**src/hw/rtl/bfsp_pkg.sv**
```systemverilog
// Package with shared types, codes and constants of the brace format spec parser.
package bfsp_pkg;

  // Request codes of an input word.
  typedef enum logic [1:0] {
    ReqChar  = 2'd0,
    ReqBegin = 2'd1,
    ReqAfter = 2'd2,
    ReqNone  = 2'd3
  } req_e;

  // Action codes of a result word.
  typedef enum logic [1:0] {
    ActFeed = 2'd0,
    ActItem = 2'd1,
    ActPass = 2'd2,
    ActCtrl = 2'd3
  } action_e;

  // Field widths of the payloads.
  localparam int unsigned ReqW   = 2;
  localparam int unsigned CharW  = 8;
  localparam int unsigned ActW   = 2;
  localparam int unsigned NumW   = 16;
  localparam int unsigned FlagsW = 9;

  // Default accumulator width.
  localparam int unsigned DefValueBits = 16;

  // Flag bit positions.
  localparam int unsigned FlDec      = 0;
  localparam int unsigned FlOct      = 1;
  localparam int unsigned FlHex      = 2;
  localparam int unsigned FlLeft     = 3;
  localparam int unsigned FlRight    = 4;
  localparam int unsigned FlInternal = 5;
  localparam int unsigned FlSci      = 6;
  localparam int unsigned FlFixed    = 7;
  localparam int unsigned FlShowbase = 8;

  // Characters the parser reacts to.
  localparam logic [CharW-1:0] ChZero  = "0";
  localparam logic [CharW-1:0] ChNine  = "9";
  localparam logic [CharW-1:0] ChOpen  = "{";
  localparam logic [CharW-1:0] ChClose = "}";
  localparam logic [CharW-1:0] ChColon = ":";
  localparam logic [CharW-1:0] ChBang  = "!";
  localparam logic [CharW-1:0] ChMinus = "-";
  localparam logic [CharW-1:0] ChW     = "w";
  localparam logic [CharW-1:0] ChP     = "p";
  localparam logic [CharW-1:0] ChL     = "l";
  localparam logic [CharW-1:0] ChR     = "r";
  localparam logic [CharW-1:0] ChI     = "i";
  localparam logic [CharW-1:0] ChD     = "d";
  localparam logic [CharW-1:0] ChO     = "o";
  localparam logic [CharW-1:0] ChB     = "b";
  localparam logic [CharW-1:0] ChH     = "h";
  localparam logic [CharW-1:0] ChS     = "s";
  localparam logic [CharW-1:0] ChF     = "f";
  localparam logic [CharW-1:0] ChX     = "x";

  // One output format.
  typedef struct packed {
    logic [NumW-1:0]   width;
    logic [NumW-1:0]   precision;
    logic [CharW-1:0]  fill;
    logic [FlagsW-1:0] flags;
  } fmt_t;

  localparam fmt_t FmtReset = '{
    width:     NumW'(0),
    precision: NumW'(6),
    fill:      CharW'(8'h20),
    flags:     FlagsW'(1) << FlDec
  };

endpackage

```
**src/hw/rtl/bfsp_if.sv**
```systemverilog
// Valid/ready channel interfaces for the input and result words of the parser.
interface bfsp_in_if
  import bfsp_pkg::*;
();
  logic             valid;
  logic             ready;
  logic [ReqW-1:0]  req_type;
  logic [CharW-1:0] char_in;
  logic             escaped;

  modport source (output valid, output req_type, output char_in, output escaped,
                  input ready);
  modport sink   (input valid, input req_type, input char_in, input escaped,
                  output ready);
endinterface

interface bfsp_out_if
  import bfsp_pkg::*;
();
  logic              valid;
  logic              ready;
  logic [ActW-1:0]   action;
  logic [NumW-1:0]   arg_index;
  logic              arg_index_valid;
  logic [NumW-1:0]   field_width;
  logic [NumW-1:0]   field_precision;
  logic [CharW-1:0]  fill_char;
  logic [FlagsW-1:0] format_flags;
  logic              keep_flag;

  modport source (output valid, output action, output arg_index, output arg_index_valid,
                  output field_width, output field_precision, output fill_char,
                  output format_flags, output keep_flag, input ready);
  modport sink   (input valid, input action, input arg_index, input arg_index_valid,
                  input field_width, input field_precision, input fill_char,
                  input format_flags, input keep_flag, output ready);
endinterface

```
**src/hw/rtl/brace_format_spec_parser.sv**
```systemverilog
// Top level of the brace format spec parser: input register, parse step, result register.
//
// Usage: words enter on in_i, one per character of a format string (req_type char),
// or as control events (begin saves the current format, after restores it unless
// the keep mark "!" was seen). Every accepted input word yields exactly one result
// word on out_o, carrying the action (feed, do item, pass through, control done),
// the parsed argument index and the current width, precision, fill and flags.
// The word is captured in an input register, and from there one pass of decode plus a
// multiply-by-ten-and-add updates the parser state and loads the result register.
// Throughput is one word per cycle while out_o takes its words; the parse state
// feeds straight back into the next word's update, so no two words are ever in the
// update logic at once.
// When the receiver stalls, the result register holds its word and the input register
// still takes one more word, after which in_i.ready drops until out_o drains.
// Reset (rst_ni low) empties both registers, leaves index and format mode, clears the
// keep mark and accumulators, and sets width 0, precision 6, fill space, decimal base,
// with the saved format equal to that default.
module brace_format_spec_parser
  import bfsp_pkg::*;
#(
  parameter int unsigned VALUE_BITS = DefValueBits
) (
  input  logic      clk_i,
  input  logic      rst_ni,
  bfsp_in_if.sink   in_i,
  bfsp_out_if.source out_o
);

  localparam int unsigned AccW = VALUE_BITS;
  // Width wide enough to compare an accumulator against the 16-bit field top.
  localparam int unsigned SatW = (AccW > NumW) ? AccW : NumW;

  typedef logic [AccW-1:0] acc_t;

  // Appends one decimal digit to an accumulator and saturates at its top value.
  function automatic acc_t take_digit(input logic vld, input acc_t val,
                                      input logic [3:0] dig);
    logic [AccW+3:0] wide;
    wide = ({4'b0, val} << 3) + ({4'b0, val} << 1) + (AccW+4)'(dig);
    if (!vld) begin
      return AccW'(dig);
    end else if (wide[AccW+3:AccW] != 4'b0) begin
      return '1;
    end else begin
      return wide[AccW-1:0];
    end
  endfunction

  // Clamps an accumulator to the 16-bit field range.
  function automatic logic [NumW-1:0] sat_num(input acc_t val);
    logic [SatW-1:0] ext;
    ext = SatW'(val);
    if (ext > SatW'({NumW{1'b1}})) begin
      return '1;
    end else begin
      return ext[NumW-1:0];
    end
  endfunction

  // Input register.
  logic             in_vld_q;
  logic [ReqW-1:0]  req_q;
  logic [CharW-1:0] ch_q;
  logic             esc_q;

  // Parse state.
  logic in_index_q, in_index_d;
  logic in_format_q, in_format_d;
  logic idx_vld_q, idx_vld_d;
  acc_t idx_val_q, idx_val_d;
  logic val_vld_q, val_vld_d;
  acc_t val_val_q, val_val_d;
  logic keep_q, keep_d;
  fmt_t cur_q, cur_d;
  fmt_t saved_q, saved_d;

  // Result register.
  logic    out_vld_q;
  action_e act_d, act_q;
  logic [NumW-1:0] idx_out_q;
  logic            idx_out_vld_q;
  fmt_t            fmt_out_q;
  logic            keep_out_q;

  logic advance;
  logic is_digit;
  logic go_fmt;

  // The input stage hands its word on whenever the result register is free or draining.
  assign advance    = in_vld_q && (!out_vld_q || out_o.ready);
  assign in_i.ready = !in_vld_q || advance;
  assign is_digit   = (ch_q >= ChZero) && (ch_q <= ChNine);

  always_comb begin
    in_index_d  = in_index_q;
    in_format_d = in_format_q;
    idx_vld_d   = idx_vld_q;
    idx_val_d   = idx_val_q;
    val_vld_d   = val_vld_q;
    val_val_d   = val_val_q;
    keep_d      = keep_q;
    cur_d       = cur_q;
    saved_d     = saved_q;
    act_d       = ActCtrl;
    go_fmt      = 1'b0;

    unique case (req_e'(req_q))
      ReqChar: begin
        act_d = ActFeed;
        if (esc_q) begin
          // An escape is fill in a spec, opens the format part in an index, else passes.
          if (in_format_q) begin
            cur_d.fill = ch_q;
          end else if (in_index_q) begin
            in_index_d  = 1'b0;
            in_format_d = 1'b1;
            go_fmt      = 1'b1;
          end else begin
            act_d = ActPass;
          end
        end else if (in_index_q) begin
          if (is_digit) begin
            idx_val_d = take_digit(idx_vld_q, idx_val_q, 4'(ch_q - ChZero));
            idx_vld_d = 1'b1;
          end else if (ch_q == ChClose) begin
            act_d = ActItem;
          end else begin
            in_index_d  = 1'b0;
            in_format_d = 1'b1;
            go_fmt      = (ch_q != ChColon);
          end
        end else if (in_format_q) begin
          go_fmt = 1'b1;
        end else if (ch_q == ChOpen) begin
          in_index_d = 1'b1;
          idx_vld_d  = 1'b0;
          idx_val_d  = '0;
        end else begin
          act_d = ActPass;
        end

        if (go_fmt) begin
          if (is_digit) begin
            val_val_d = take_digit(val_vld_q, val_val_q, 4'(ch_q - ChZero));
            val_vld_d = 1'b1;
          end else begin
            // Every non-digit in the format part consumes the pending value.
            val_vld_d = 1'b0;
            val_val_d = '0;
            unique case (ch_q)
              ChClose: begin
                if (val_vld_q) cur_d.width = sat_num(val_val_q);
                act_d = ActItem;
              end
              ChBang:  keep_d = 1'b1;
              ChMinus: ;
              ChW: if (val_vld_q) cur_d.width = sat_num(val_val_q);
              ChP: if (val_vld_q) cur_d.precision = sat_num(val_val_q);
              ChL: begin
                if (val_vld_q) cur_d.width = sat_num(val_val_q);
                cur_d.flags[FlLeft] = 1'b1;
              end
              ChR: begin
                if (val_vld_q) cur_d.width = sat_num(val_val_q);
                cur_d.flags[FlRight] = 1'b1;
              end
              ChI: begin
                if (val_vld_q) cur_d.width = sat_num(val_val_q);
                cur_d.flags[FlInternal] = 1'b1;
              end
              ChD: cur_d.flags[FlHex:FlDec] = 3'b001;
              ChO: cur_d.flags[FlHex:FlDec] = 3'b010;
              ChB, ChH: cur_d.flags[FlHex:FlDec] = 3'b100;
              ChS: cur_d.flags[FlSci] = 1'b1;
              ChF: cur_d.flags[FlFixed] = 1'b1;
              ChX: cur_d.flags[FlShowbase] = 1'b1;
              default: cur_d.fill = ch_q;
            endcase
          end
        end
      end
      ReqBegin, ReqAfter: begin
        if (req_e'(req_q) == ReqBegin) begin
          saved_d = cur_q;
        end else if (!keep_q) begin
          cur_d = saved_q;
        end
        in_index_d  = 1'b0;
        in_format_d = 1'b0;
        idx_vld_d   = 1'b0;
        idx_val_d   = '0;
        val_vld_d   = 1'b0;
        val_val_d   = '0;
        keep_d      = 1'b0;
      end
      default: ;
    endcase
  end

  // Input register control and payload.
  always_ff @(posedge clk_i or negedge rst_ni) begin
    if (!rst_ni) begin
      in_vld_q <= 1'b0;
    end else if (in_i.ready) begin
      in_vld_q <= in_i.valid;
    end
  end

  always_ff @(posedge clk_i) begin
    if (in_i.valid && in_i.ready) begin
      req_q <= in_i.req_type;
      ch_q  <= in_i.char_in;
      esc_q <= in_i.escaped;
    end
  end

  // Parse state.
  always_ff @(posedge clk_i or negedge rst_ni) begin
    if (!rst_ni) begin
      in_index_q  <= 1'b0;
      in_format_q <= 1'b0;
      idx_vld_q   <= 1'b0;
      idx_val_q   <= '0;
      val_vld_q   <= 1'b0;
      val_val_q   <= '0;
      keep_q      <= 1'b0;
      cur_q       <= FmtReset;
      saved_q     <= FmtReset;
    end else if (advance) begin
      in_index_q  <= in_index_d;
      in_format_q <= in_format_d;
      idx_vld_q   <= idx_vld_d;
      idx_val_q   <= idx_val_d;
      val_vld_q   <= val_vld_d;
      val_val_q   <= val_val_d;
      keep_q      <= keep_d;
      cur_q       <= cur_d;
      saved_q     <= saved_d;
    end
  end

  // Result register.
  always_ff @(posedge clk_i or negedge rst_ni) begin
    if (!rst_ni) begin
      out_vld_q <= 1'b0;
    end else if (advance) begin
      out_vld_q <= 1'b1;
    end else if (out_o.ready) begin
      out_vld_q <= 1'b0;
    end
  end

  always_ff @(posedge clk_i) begin
    if (advance) begin
      act_q         <= act_d;
      idx_out_q     <= idx_vld_d ? sat_num(idx_val_d) : '0;
      idx_out_vld_q <= idx_vld_d;
      fmt_out_q     <= cur_d;
      keep_out_q    <= keep_d;
    end
  end

  assign out_o.valid           = out_vld_q;
  assign out_o.action          = act_q;
  assign out_o.arg_index       = idx_out_q;
  assign out_o.arg_index_valid = idx_out_vld_q;
  assign out_o.field_width     = fmt_out_q.width;
  assign out_o.field_precision = fmt_out_q.precision;
  assign out_o.fill_char       = fmt_out_q.fill;
  assign out_o.format_flags    = fmt_out_q.flags;
  assign out_o.keep_flag       = keep_out_q;

endmodule

```
**src/flat_wrapper.sv**
```systemverilog
// flat-port wrapper written by rule: the top's interface ports become plain ports
module brace_format_spec_parser_flat import bfsp_pkg::*;
#(
  parameter int unsigned VALUE_BITS = DefValueBits
)
  (clk_i, rst_ni, in_i_valid, in_i_req_type, in_i_char_in, in_i_escaped, in_i_ready, out_o_valid, out_o_action, out_o_arg_index, out_o_arg_index_valid, out_o_field_width, out_o_field_precision, out_o_fill_char, out_o_format_flags, out_o_keep_flag, out_o_ready);
  bfsp_in_if in_i_i ();
  bfsp_out_if out_o_i ();
  input  logic clk_i;
  input  logic rst_ni;
  input wire logic [$bits(in_i_i.valid)-1:0] in_i_valid;
  input wire logic [$bits(in_i_i.req_type)-1:0] in_i_req_type;
  input wire logic [$bits(in_i_i.char_in)-1:0] in_i_char_in;
  input wire logic [$bits(in_i_i.escaped)-1:0] in_i_escaped;
  output wire logic [$bits(in_i_i.ready)-1:0] in_i_ready;
  output wire logic [$bits(out_o_i.valid)-1:0] out_o_valid;
  output wire logic [$bits(out_o_i.action)-1:0] out_o_action;
  output wire logic [$bits(out_o_i.arg_index)-1:0] out_o_arg_index;
  output wire logic [$bits(out_o_i.arg_index_valid)-1:0] out_o_arg_index_valid;
  output wire logic [$bits(out_o_i.field_width)-1:0] out_o_field_width;
  output wire logic [$bits(out_o_i.field_precision)-1:0] out_o_field_precision;
  output wire logic [$bits(out_o_i.fill_char)-1:0] out_o_fill_char;
  output wire logic [$bits(out_o_i.format_flags)-1:0] out_o_format_flags;
  output wire logic [$bits(out_o_i.keep_flag)-1:0] out_o_keep_flag;
  input wire logic [$bits(out_o_i.ready)-1:0] out_o_ready;
  assign in_i_i.valid = in_i_valid;
  assign in_i_i.req_type = in_i_req_type;
  assign in_i_i.char_in = in_i_char_in;
  assign in_i_i.escaped = in_i_escaped;
  assign in_i_ready = in_i_i.ready;
  assign out_o_valid = out_o_i.valid;
  assign out_o_action = out_o_i.action;
  assign out_o_arg_index = out_o_i.arg_index;
  assign out_o_arg_index_valid = out_o_i.arg_index_valid;
  assign out_o_field_width = out_o_i.field_width;
  assign out_o_field_precision = out_o_i.field_precision;
  assign out_o_fill_char = out_o_i.fill_char;
  assign out_o_format_flags = out_o_i.format_flags;
  assign out_o_keep_flag = out_o_i.keep_flag;
  assign out_o_i.ready = out_o_ready;
  brace_format_spec_parser #(.VALUE_BITS(VALUE_BITS)) u_core (.clk_i(clk_i), .rst_ni(rst_ni), .in_i(in_i_i), .out_o(out_o_i));
endmodule
```
**config.mk**
```make
export PLATFORM = sky130hd
export DESIGN_NAME = brace_format_spec_parser_flat
export DESIGN_NICKNAME = d
export VERILOG_FILES = /design/src/hw/rtl/bfsp_pkg.sv /design/src/hw/rtl/bfsp_if.sv /design/src/hw/rtl/brace_format_spec_parser.sv /design/src/flat_wrapper.sv
export SDC_FILE = /design/constraint.sdc
export NUM_CORES = 1
export LEC_CHECK = 0
export CAP_MARGIN = 20
export CORE_MARGIN = 10
export CORE_UTILIZATION = 55
export DETAILED_ROUTE_END_ITERATION = 7
export DONT_BUFFER_PORTS = 1
export PLACE_DENSITY = 0.7
export SLEW_MARGIN = 20
export SYNTH_ARGS = -nofsm -noshare
export SYNTH_HDL_FRONTEND = slang
export SYNTH_SLANG_ARGS = --single-unit
```
**constraint.sdc**
```tcl
create_clock -name clk_i -period 6.3 [get_ports clk_i]
set_input_delay 0.945 -clock clk_i [delete_from_list [all_inputs] [get_ports clk_i]]
set_output_delay 0.945 -clock clk_i [all_outputs]
set_load 0.05 [all_outputs]
```
==> results of run 1 <==
## power groups by stage
| stage | registers, mW | logic (mW) | clock network, mW |
|---|---|---|---|
| floorplan | 1.78 | 0.270 | 0 |
| global placement | 1.80 | 0.337 | 0 |
| detailed placement | 1.81 | 0.344 | 0 |
| CTS | 1.78 | 0.346 | 1.50 |
| global route | 1.79 | 0.385 | 1.56 |
| finish | 1.78 | 0.347 | 1.48 |
## final timing paths
check | slack (ns) | end | cells after the start | start
max reg2reg | 1.82 | u_core.out_o.arg_index[12] | 12 | u_core.ch_q[3]
max | 1.82 | u_core.out_o.arg_index[12] | 12 | u_core.ch_q[3]
max in group asynchronous | 5.93 | u_core.saved_q[19] | 0 | rst_ni
min | 0.12 | u_core.cur_q[7] | 0 | rst_ni
min in group clk_i | 0.48 | u_core.saved_q[9] | 2 | u_core.saved_q[9]
min reg2reg | 0.48 | u_core.saved_q[9] | 2 | u_core.saved_q[9]
## cells in the final DEF, fill, tap and decap left out, types with 7 or more instances in the layout
master / synthesis / layout
a22o_1: 71 / 71
o21a_1: 7 / 7
buf_4: 1 / 12
o21bai_1: 8 / 8
and2_1: 9 / 9
nand2_1: 127 / 126
ha_1: 66 / 64
o21ai_0: 63 / 63
clkinv_2: 0 / 7
xor2_1: 9 / 9
a22oi_1: 11 / 11
nor3_1: 14 / 14
inv_1: 32 / 32
nand3_1: 21 / 21
o211ai_1: 11 / 11
a21oi_1: 54 / 54
a21o_1: 23 / 23
edfxtp_1: 80 / 80
nor2b_1: 11 / 11
dfrtp_1: 129 / 129
nand2b_1: 14 / 13
nor4_1: 7 / 7
dfstp_2: 8 / 8
nor2_1: 118 / 116
xnor2_1: 11 / 11
mux2i_1: 8 / 8
a221o_1: 66 / 66
clkbuf_16: 0 / 25
o21ai_1: 9 / 9
a2bb2oi_1: 7 / 7
mux2_2: 83 / 83
a31oi_1: 18 / 18
## kinds of logic (layout without fill, tap and decap cells)
logic type               after synthesis  in the layout  share of synthesized area
multiplexers                          91             91                     0.0773
buffers and inverters                116             89                     0.0359
adder cells (fa/ha/maj)               70             70                     0.0691
AO/OA/AOI/OAI                        400            400                      0.230
AND/OR/NAND/NOR                      364            364                      0.130
XOR/XNOR                              20             20                     0.0134
flip-flops                           217            217                      0.445
## cell type report
class	count	area (um2)
clock buffers	28	647
clock inverters	16	180
fillers	1980	9340
inverters	33	125
multi-input cells	945	6850
flip-flops and latches	217	5840
well taps	319	399
repair buffers	12	90.1
## layer usage
layer  vias to the layer above  part of all wire  routed length, um
li1                       4759                 -                  -
met1                      5099              0.45              15100
met2                       344              0.46              15400
met3                        52             0.068               2280
met4                         0             0.020                654
met5                         -                 0                  0
## sequential cells by signal, indices dropped and copies added, names as in the netlist, 2 cells and up
name,flops
u_core.ch_q,8
u_core.cur_q,49
u_core.idx_val_q,16
u_core.out_o.action,2
u_core.out_o.arg_index,16
u_core.out_o.field_precision,16
u_core.out_o.field_width,16
u_core.out_o.fill_char,8
u_core.out_o.format_flags,9
u_core.req_q,2
u_core.saved_q,49
u_core.val_val_q,16
## Yosys cell counts, drive strengths merged (4+ instances only)
| master | instances | area, um2 |
|---|---|---|
| a2bb2oi | 7 | 61.3 |
| mux2 | 83 | 935 |
| o22ai | 5 | 31.3 |
| o21ai | 72 | 360 |
| a221o | 66 | 661 |
| dfstp | 8 | 210 |
| clkbuf | 61 | 229 |
| xnor2 | 11 | 96.3 |
| nand2 | 127 | 477 |
| a32o | 5 | 50.1 |
| a22o | 71 | 622 |
| buf | 22 | 118 |
| ha | 66 | 826 |
| xor2 | 9 | 78.8 |
| dfrtp | 129 | 3230 |
| nand3 | 22 | 115 |
| nand4 | 6 | 52.6 |
| edfxtp | 80 | 2400 |
| a211oi | 5 | 37.5 |
| nor3b | 6 | 50.1 |
| o21bai | 8 | 60.1 |
| mux2i | 8 | 80.1 |
| and3 | 6 | 37.5 |
| a21o | 23 | 173 |
| inv | 33 | 124 |
| o211ai | 11 | 82.6 |
| o31ai | 6 | 58.8 |
| a31oi | 18 | 113 |
| a22oi | 11 | 82.6 |
| a21oi | 60 | 330 |
| nor4 | 7 | 43.8 |
| nor3 | 15 | 80.1 |
| o21a | 7 | 52.6 |
| nand2b | 14 | 87.6 |
| o32a | 6 | 60.1 |
| and2 | 9 | 56.3 |
| nor2 | 120 | 455 |
| fa | 4 | 80.1 |
| or3 | 5 | 31.3 |
| nor2b | 11 | 68.8 |
## critical path, stage by stage, from the launching register on
cell and delay, ns:
edfxtp_1 0.65, inv_1 0.21, fa_1 0.52, fa_1 0.48, nor2b_1 0.15, o31a_1 0.20, o211ai_1 0.25, a41o_1 0.29
nor3_1 0.13, o2111a_1 0.75, nand4_1 0.15, nor3b_1 0.20, a32o_1 0.26
==> out/qor.csv, run 1 <==
stage,metric,value,unit
global_route,grt_busiest_layer,met2,
timing,tns,0,ns
yosys,netlist_area,13100,um2
clock_tree,cts_resized,0,
clock_tree,clk-insertion-delay-late,0.53,ns
power_and_ir_drop,seq_power_share,0.494,
power_and_ir_drop,p_leak,6.31,nW
global_route,antenna_found_initial,1,
timing,min_period_over_period,0.712,
die,die-area,30400,um2
clock_tree,hold_buffers,0,
routing,postRouteAntennaNets,0,
power_and_ir_drop,power_switching,1.01,mW
yosys,ys_warn_count,0,
global_route,gr-usage-all-layers,0.213,
routing,drt_iter0_markers,844,
yosys,synth_edf_count,80,
clock_tree,cts_buffer_depth,3,
routing,drc,0,
worst_setup_path,cp_max_fo,20,
timing,rsz0062_at_grt,false,
power_and_ir_drop,power_frac_comb,0.096,
cells_and_area,antennaDiodeCount,0,
global_route,grt_max_degree,138,
yosys,synth_cell_types,77,
place,gp_congestion,0.923,
place,io_buffers,0,
worst_setup_path,crit_type,flip-flop to flip-flop,
power_and_ir_drop,p_total,3.61,mW
die,num_rows,56,
cells_and_area,final_cell_count_no_fill,1570,
yosys,synth-seq-cells,217,
global_route,grt_pass1_wl,53900,um
yosys,synth_nets,1363,
worst_hold_path,hp-class,input pin to async pin,
global_route,gr-total-overflow,0,
routing,drt-total-wl,33500,um
worst_setup_path,crit_arrival,4.76,ns
clock_tree,postCtsSetupRepairBufs,0,
place,postPlaceCellArea,13300,um2
clock_tree,cts_tree,yes,
yosys,synthFlopType,dfrtp_1,
die,ioPinCount,86,
power_and_ir_drop,p_clk_frac,0.410,
global_route,grtUsageMet1,0.294,
routing,via_count,10254,
die,start_util,0.559,
timing,final-setup-viol-count,0,
clock_tree,cts_root_buf,clkbuf_16,
clock_tree,cts_max_level,1,
power_and_ir_drop,ir_worst_vdd,0.222,mV
timing,slew_violations,0,
global_route,met2_usage,0.335,
yosys,yosysSeqAreaShare,0.445,
power_and_ir_drop,p_int,2.60,mW
clock_tree,path_clk_slew,0.06,ns
place,dp_cells,1526,
clock_tree,cts_sinks,217,
cells_and_area,area_growth,7.71,%
die,core_area,23500,um2
yosys,syn_inst,1278,
timing,clock.fmax,0.223,GHz
place,post-dp-hpwl,21500,um
timing,hold_violations,0,
die,die_w,174,um
cells_and_area,fin_util,0.602,
routing,firstDrtPassIters,5,
timing,maxSlewHeadroom,0.334,
global_route,grt_pass1_vias,9777,
timing,holdWs,0.123,ns
timing,fin_skew,0.0108,ns
power_and_ir_drop,power_switching_share,0.280,
yosys,async_reset_ff_frac,0.631,
outcome,status,"complete, no violations",
routing,avgViaCountPerCell,6.53,
worst_setup_path,end_kind,flip-flop,
die,die_h,174,um
worst_setup_path,startpoint_type,flip-flop,
worst_setup_path,crit_required,6.58,ns
flow_run,maxCapViolCount,0,
cells_and_area,nets,1318,
routing,avgRoutedWirePerCell,21.3,um
timing,worst_pin_slew,0.989,ns
global_route,use_met3,0.0444,
cells_and_area,final_cell_area,14100,um2
timing,setup_ws,1.82,ns
yosys,avgSynthCellArea,10.3,um2
place,place_ws,1.94,ns
timing,fin_crit,4.48,ns
power_and_ir_drop,p_per_area,255,nW/um2
clock_tree,cts_buffers,24,
cells_and_area,final_layout_size_suffix_gt1_frac,0.132,
Note: power is estimated with default switching activity, not from simulation.
==> inputs of run 2 (changes only) <==
- ABC_AREA: not set -> 1
- PLACE_DENSITY: 0.7 -> 0.73
- clock period: 6.3 -> 4.1 ns (I/O delays scaled with it)
==> run 2 against run 1 <==
Net effect:
- sequential power is 110% higher
- combinational power grew to 5.4 times the previous value
- area after synthesis is 1.8% higher
==> out/qor.csv, run 2 <==
stage,metric,value,unit,change
yosys,ys_top_cells_by_count,"nand2_1, inv_1, o21ai_0",,
worst_setup_path,critPathMostFrequentCell,nand3_1,,
worst_setup_path,cpMaxStageDelayCell,edfxtp_1,,
global_route,antenna_found_initial,1,,unchanged
worst_setup_path,slowest_delay,0.51,ns,-0.24 ns
power_and_ir_drop,p_total,7.97,mW,+120%
yosys,synth-simple-area-share,0.233,,+0.104
yosys,netlist.area_leader.share,0.242,,-0.00440
power_and_ir_drop,p_int,5.01,mW,+93%
global_route,grt_pass1_vias,11364,,+16%
worst_setup_path,crit_arrival,3.98,ns,-0.78 ns
clock_tree,cts_buffer_depth,3,,unchanged
yosys,synth_fa_ha_area_frac,0.0678,,-0.00124
die,ioPinCount,86,,unchanged
routing,firstDrtPassIters,6,,+1
clock_tree,clk-insertion-delay-late,0.54,ns,about the same
global_route,grt_max_degree,138,,unchanged
clock_tree,cts_root_buf,clkbuf_16,,
worst_setup_path,crit_type,flip-flop to flip-flop,,
worst_setup_path,crit_required,4.48,ns,-2.10 ns
die,die_w,176,um,+0.80%
worst_hold_path,hp-class,input pin to async pin,,
yosys,synth_nets,1831,,+34%
clock_tree,cts_buffers,25,,+4.2%
place,io_buffers,0,,unchanged
worst_setup_path,r2r_cells,17,,+5
power_and_ir_drop,p_clk_frac,0.292,,-0.118
routing,via_count,11850,,+16%
cells_and_area,largestRegisters,"u_core.cur_q (49), u_core.saved_q (49)",,
yosys,syn_inst,1746,,+37%
timing,tns,0,ns,unchanged
routing,drt-total-wl,37100,um,+11%
cells_and_area,final_cell_count_no_fill,2064,,+31%
timing,final-setup-viol-count,0,,unchanged
outcome,status,"complete, no violations",,
timing,slew_violations,0,,unchanged
clock_tree,cts_resized,0,,unchanged
yosys,synthMuxAreaShare,0,,-0.0773
worst_setup_path,r2r_end,u_core.val_val_q[0],,
clock_tree,postCtsSetupRepairBufs,0,,unchanged
clock_tree,cts_sinks,217,,unchanged
place,dp_cells,2015,,+32%
worst_setup_path,cpLargestDelayFamily,simple AND/OR/NAND/NOR gates,,
worst_setup_path,startpoint_type,flip-flop,,
yosys,yosys-top-cells-area,"dfrtp_1, edfxtp_1, nand2_1, o21ai_0, inv_1",,
power_and_ir_drop,p_leak,7.10,nW,+12%
yosys,synth_top_area_cell,dfrtp_1,,
die,num_rows,56,,unchanged
timing,worst_pin_slew,1.06,ns,+0.0716 ns
timing,rsz0062_at_grt,false,,
routing,drc,0,,unchanged
power_and_ir_drop,power_switching,2.96,mW,+190%
routing,avgRoutedWirePerCell,18.0,um,-16%
timing,clock.fmax,0.278,GHz,+25%
yosys,yosysMostFrequentCell,nand2_1,,
yosys,synth_compound_area_frac,0.161,,-0.0684
worst_setup_path,end_kind,flip-flop,,
global_route,gr-total-overflow,0,,unchanged
cells_and_area,nets,1809,,+37%
die,die-area,30900,um2,+1.6%
die,start_util,0.564,,+0.00513
routing,drt_iter0_markers,1140,,+35%
cells_and_area,fin_util,0.614,,+0.0116
timing,setup_ws,0.501,ns,-1.32 ns
yosys,yosysSeqAreaShare,0.437,,-0.00797
power_and_ir_drop,power_frac_comb,0.236,,+0.140
routing,postRouteAntennaNets,0,,unchanged
timing,min_period_over_period,0.878,,+0.166
global_route,grt_pass1_wl,60000,um,+11%
clock_tree,path_clk_slew,0.07,ns,about the same
yosys,synth_edf_count,80,,unchanged
yosys,avgSynthCellArea,7.65,um2,-25%
place,place_ws,0.542,ns,-1.39 ns
yosys,ys_warn_count,0,,unchanged
cells_and_area,layout_commonest_cell,nand2_1,,
yosys,netlist_area,13400,um2,+1.8%
yosys,synth-seq-cells,217,,unchanged
power_and_ir_drop,ir_worst_vdd,0.545,mV,+150%
cells_and_area,final_cell_area,14500,um2,+2.8%
timing,holdWs,0.0333,ns,-0.0901 ns
timing,hold_violations,0,,unchanged
yosys,synthFlopType,dfrtp_1,,
global_route,gr-usage-all-layers,0.237,,+0.0234
flow_run,maxCapViolCount,0,,unchanged
worst_setup_path,r2r_start,u_core.ch_q[3],,
clock_tree,hold_buffers,1,,+1
timing,maxSlewHeadroom,0.293,,-0.0416
routing,avgViaCountPerCell,5.74,,-12%
worst_setup_path,rrSetupSlack,0.50,ns,-1.32 ns
timing,fin_skew,0.0162,ns,+0.00545 ns
power_and_ir_drop,power_switching_share,0.371,,+0.0908
power_and_ir_drop,p_per_area,548,nW/um2,+110%
yosys,synth_top_family_by_area,simple AND/OR/NAND/NOR gates,,
power_and_ir_drop,seq_power_share,0.473,,-0.021
cells_and_area,n_fill_cell,2139,,+8.0%
worst_setup_path,cp_max_fo,13,,-35%
place,gp_congestion,0.948,,+2.7%
yosys,synth_cell_types,45,,-42%
worst_setup_path,path_cells,"inv_2, fa_1, inv_1, fa_1, nand3_1, nand3_1, inv_1, nor2_1, nor2_1, o21bai_1, nand3_1, nand2_1, xor2_1, nor2_1, nand2_1, nand2_1, nand3_1",,
die,die_h,176,um,+0.80%
cells_and_area,area_growth,8.79,%,
yosys,synth-xor-area-share,0.00984,,-0.00352
yosys,async_reset_ff_frac,0.631,,unchanged
clock_tree,cts_max_level,1,,unchanged
timing,fin_crit,3.60,ns,-0.884 ns
clock_tree,cts_tree,yes,,
place,postPlaceCellArea,13600,um2,+2.6%
place,post-dp-hpwl,24300,um,+13%
worst_setup_path,crit_buf_inv,3,,+2
cells_and_area,final_layout_size_suffix_gt1_frac,0.0666,,-0.0653
die,core_area,23700,um2,+0.90%
cells_and_area,mostFrequentLayoutCells,"nand2_1, inv_1, o21ai_0",,
## run 2: worst max-delay path by stage
stage	start	endpoint	slack [ns]	cells after the start
3_3_place_gp	u_core.ch_q[3]	u_core.val_val_q[13]	0.68	17
4_1_cts	u_core.ch_q[3]	u_core.val_val_q[0]	0.53	17
3_5_place_dp	u_core.ch_q[3]	u_core.val_val_q[0]	0.54	17
5_1_grt	u_core.ch_q[3]	u_core.val_val_q[13]	0.19	17
2_1_floorplan	u_core.out_o.valid	u_core.out_o.action[0]	0.36	5
6_report	u_core.ch_q[3]	u_core.val_val_q[0]	0.50	17
## run 2: layout make-up
cell class | instances | area [um2] | area share
Antenna cell | 2 | 5.00 | 0.000344
Multi-Input combinational cell | 1214 | 6320 | 0.435
Clock inverter | 13 | 176 | 0.0121
Timing Repair Buffer | 25 | 208 | 0.0143
Tap cell | 319 | 399 | 0.0275
Sequential cell | 217 | 5840 | 0.402
Inverter | 241 | 907 | 0.0624
Clock buffer | 33 | 676 | 0.0465
## run 2: per-layer routing
| metal | up-vias | routed length (um) | track usage | share of wire |
|---|---|---|---|---|
| li1 | 5709 | - | - | - |
| met1 | 5567 | 15600 | 0.309 | 0.42 |
| met2 | 477 | 17400 | 0.390 | 0.47 |
| met3 | 97 | 2770 | 0.0365 | 0.075 |
| met4 | 0 | 1330 | 0.0858 | 0.036 |
| met5 | - | 0 | 0 | 0 |
## run 2: power groups by stage
| stage | clock network [mW] | registers (mW) | logic (mW) |
|---|---|---|---|
| floorplan | 0 | 3.70 | 1.42 |
| global placement | 0 | 3.78 | 1.76 |
| detailed placement | 0 | 3.79 | 1.81 |
| CTS | 2.36 | 3.77 | 1.87 |
| global route | 2.43 | 3.84 | 2.16 |
| finish | 2.32 | 3.76 | 1.88 |
## run 2: cell families (layout without fill, tap and decap cells)
group | after synthesis | after routing
simple gates | 735 | 735
xor+xnor | 15 | 15
fa+ha+maj | 70 | 70
other cells | 0 | 2
flops | 217 | 217
compound gates | 394 | 394
buf+inv | 315 | 312
## run 2: worst register-to-register path: cells and delay by family, from the launching register on
family,cells,cell delay [ns]
and+or+nand+nor,10,1.40
buffers and inverters,3,0.29
adders and majority gates,2,0.96
DFF,1,0.51
AOI/OAI and AO/OA,1,0.14
xor gates and xnor gates,1,0.14
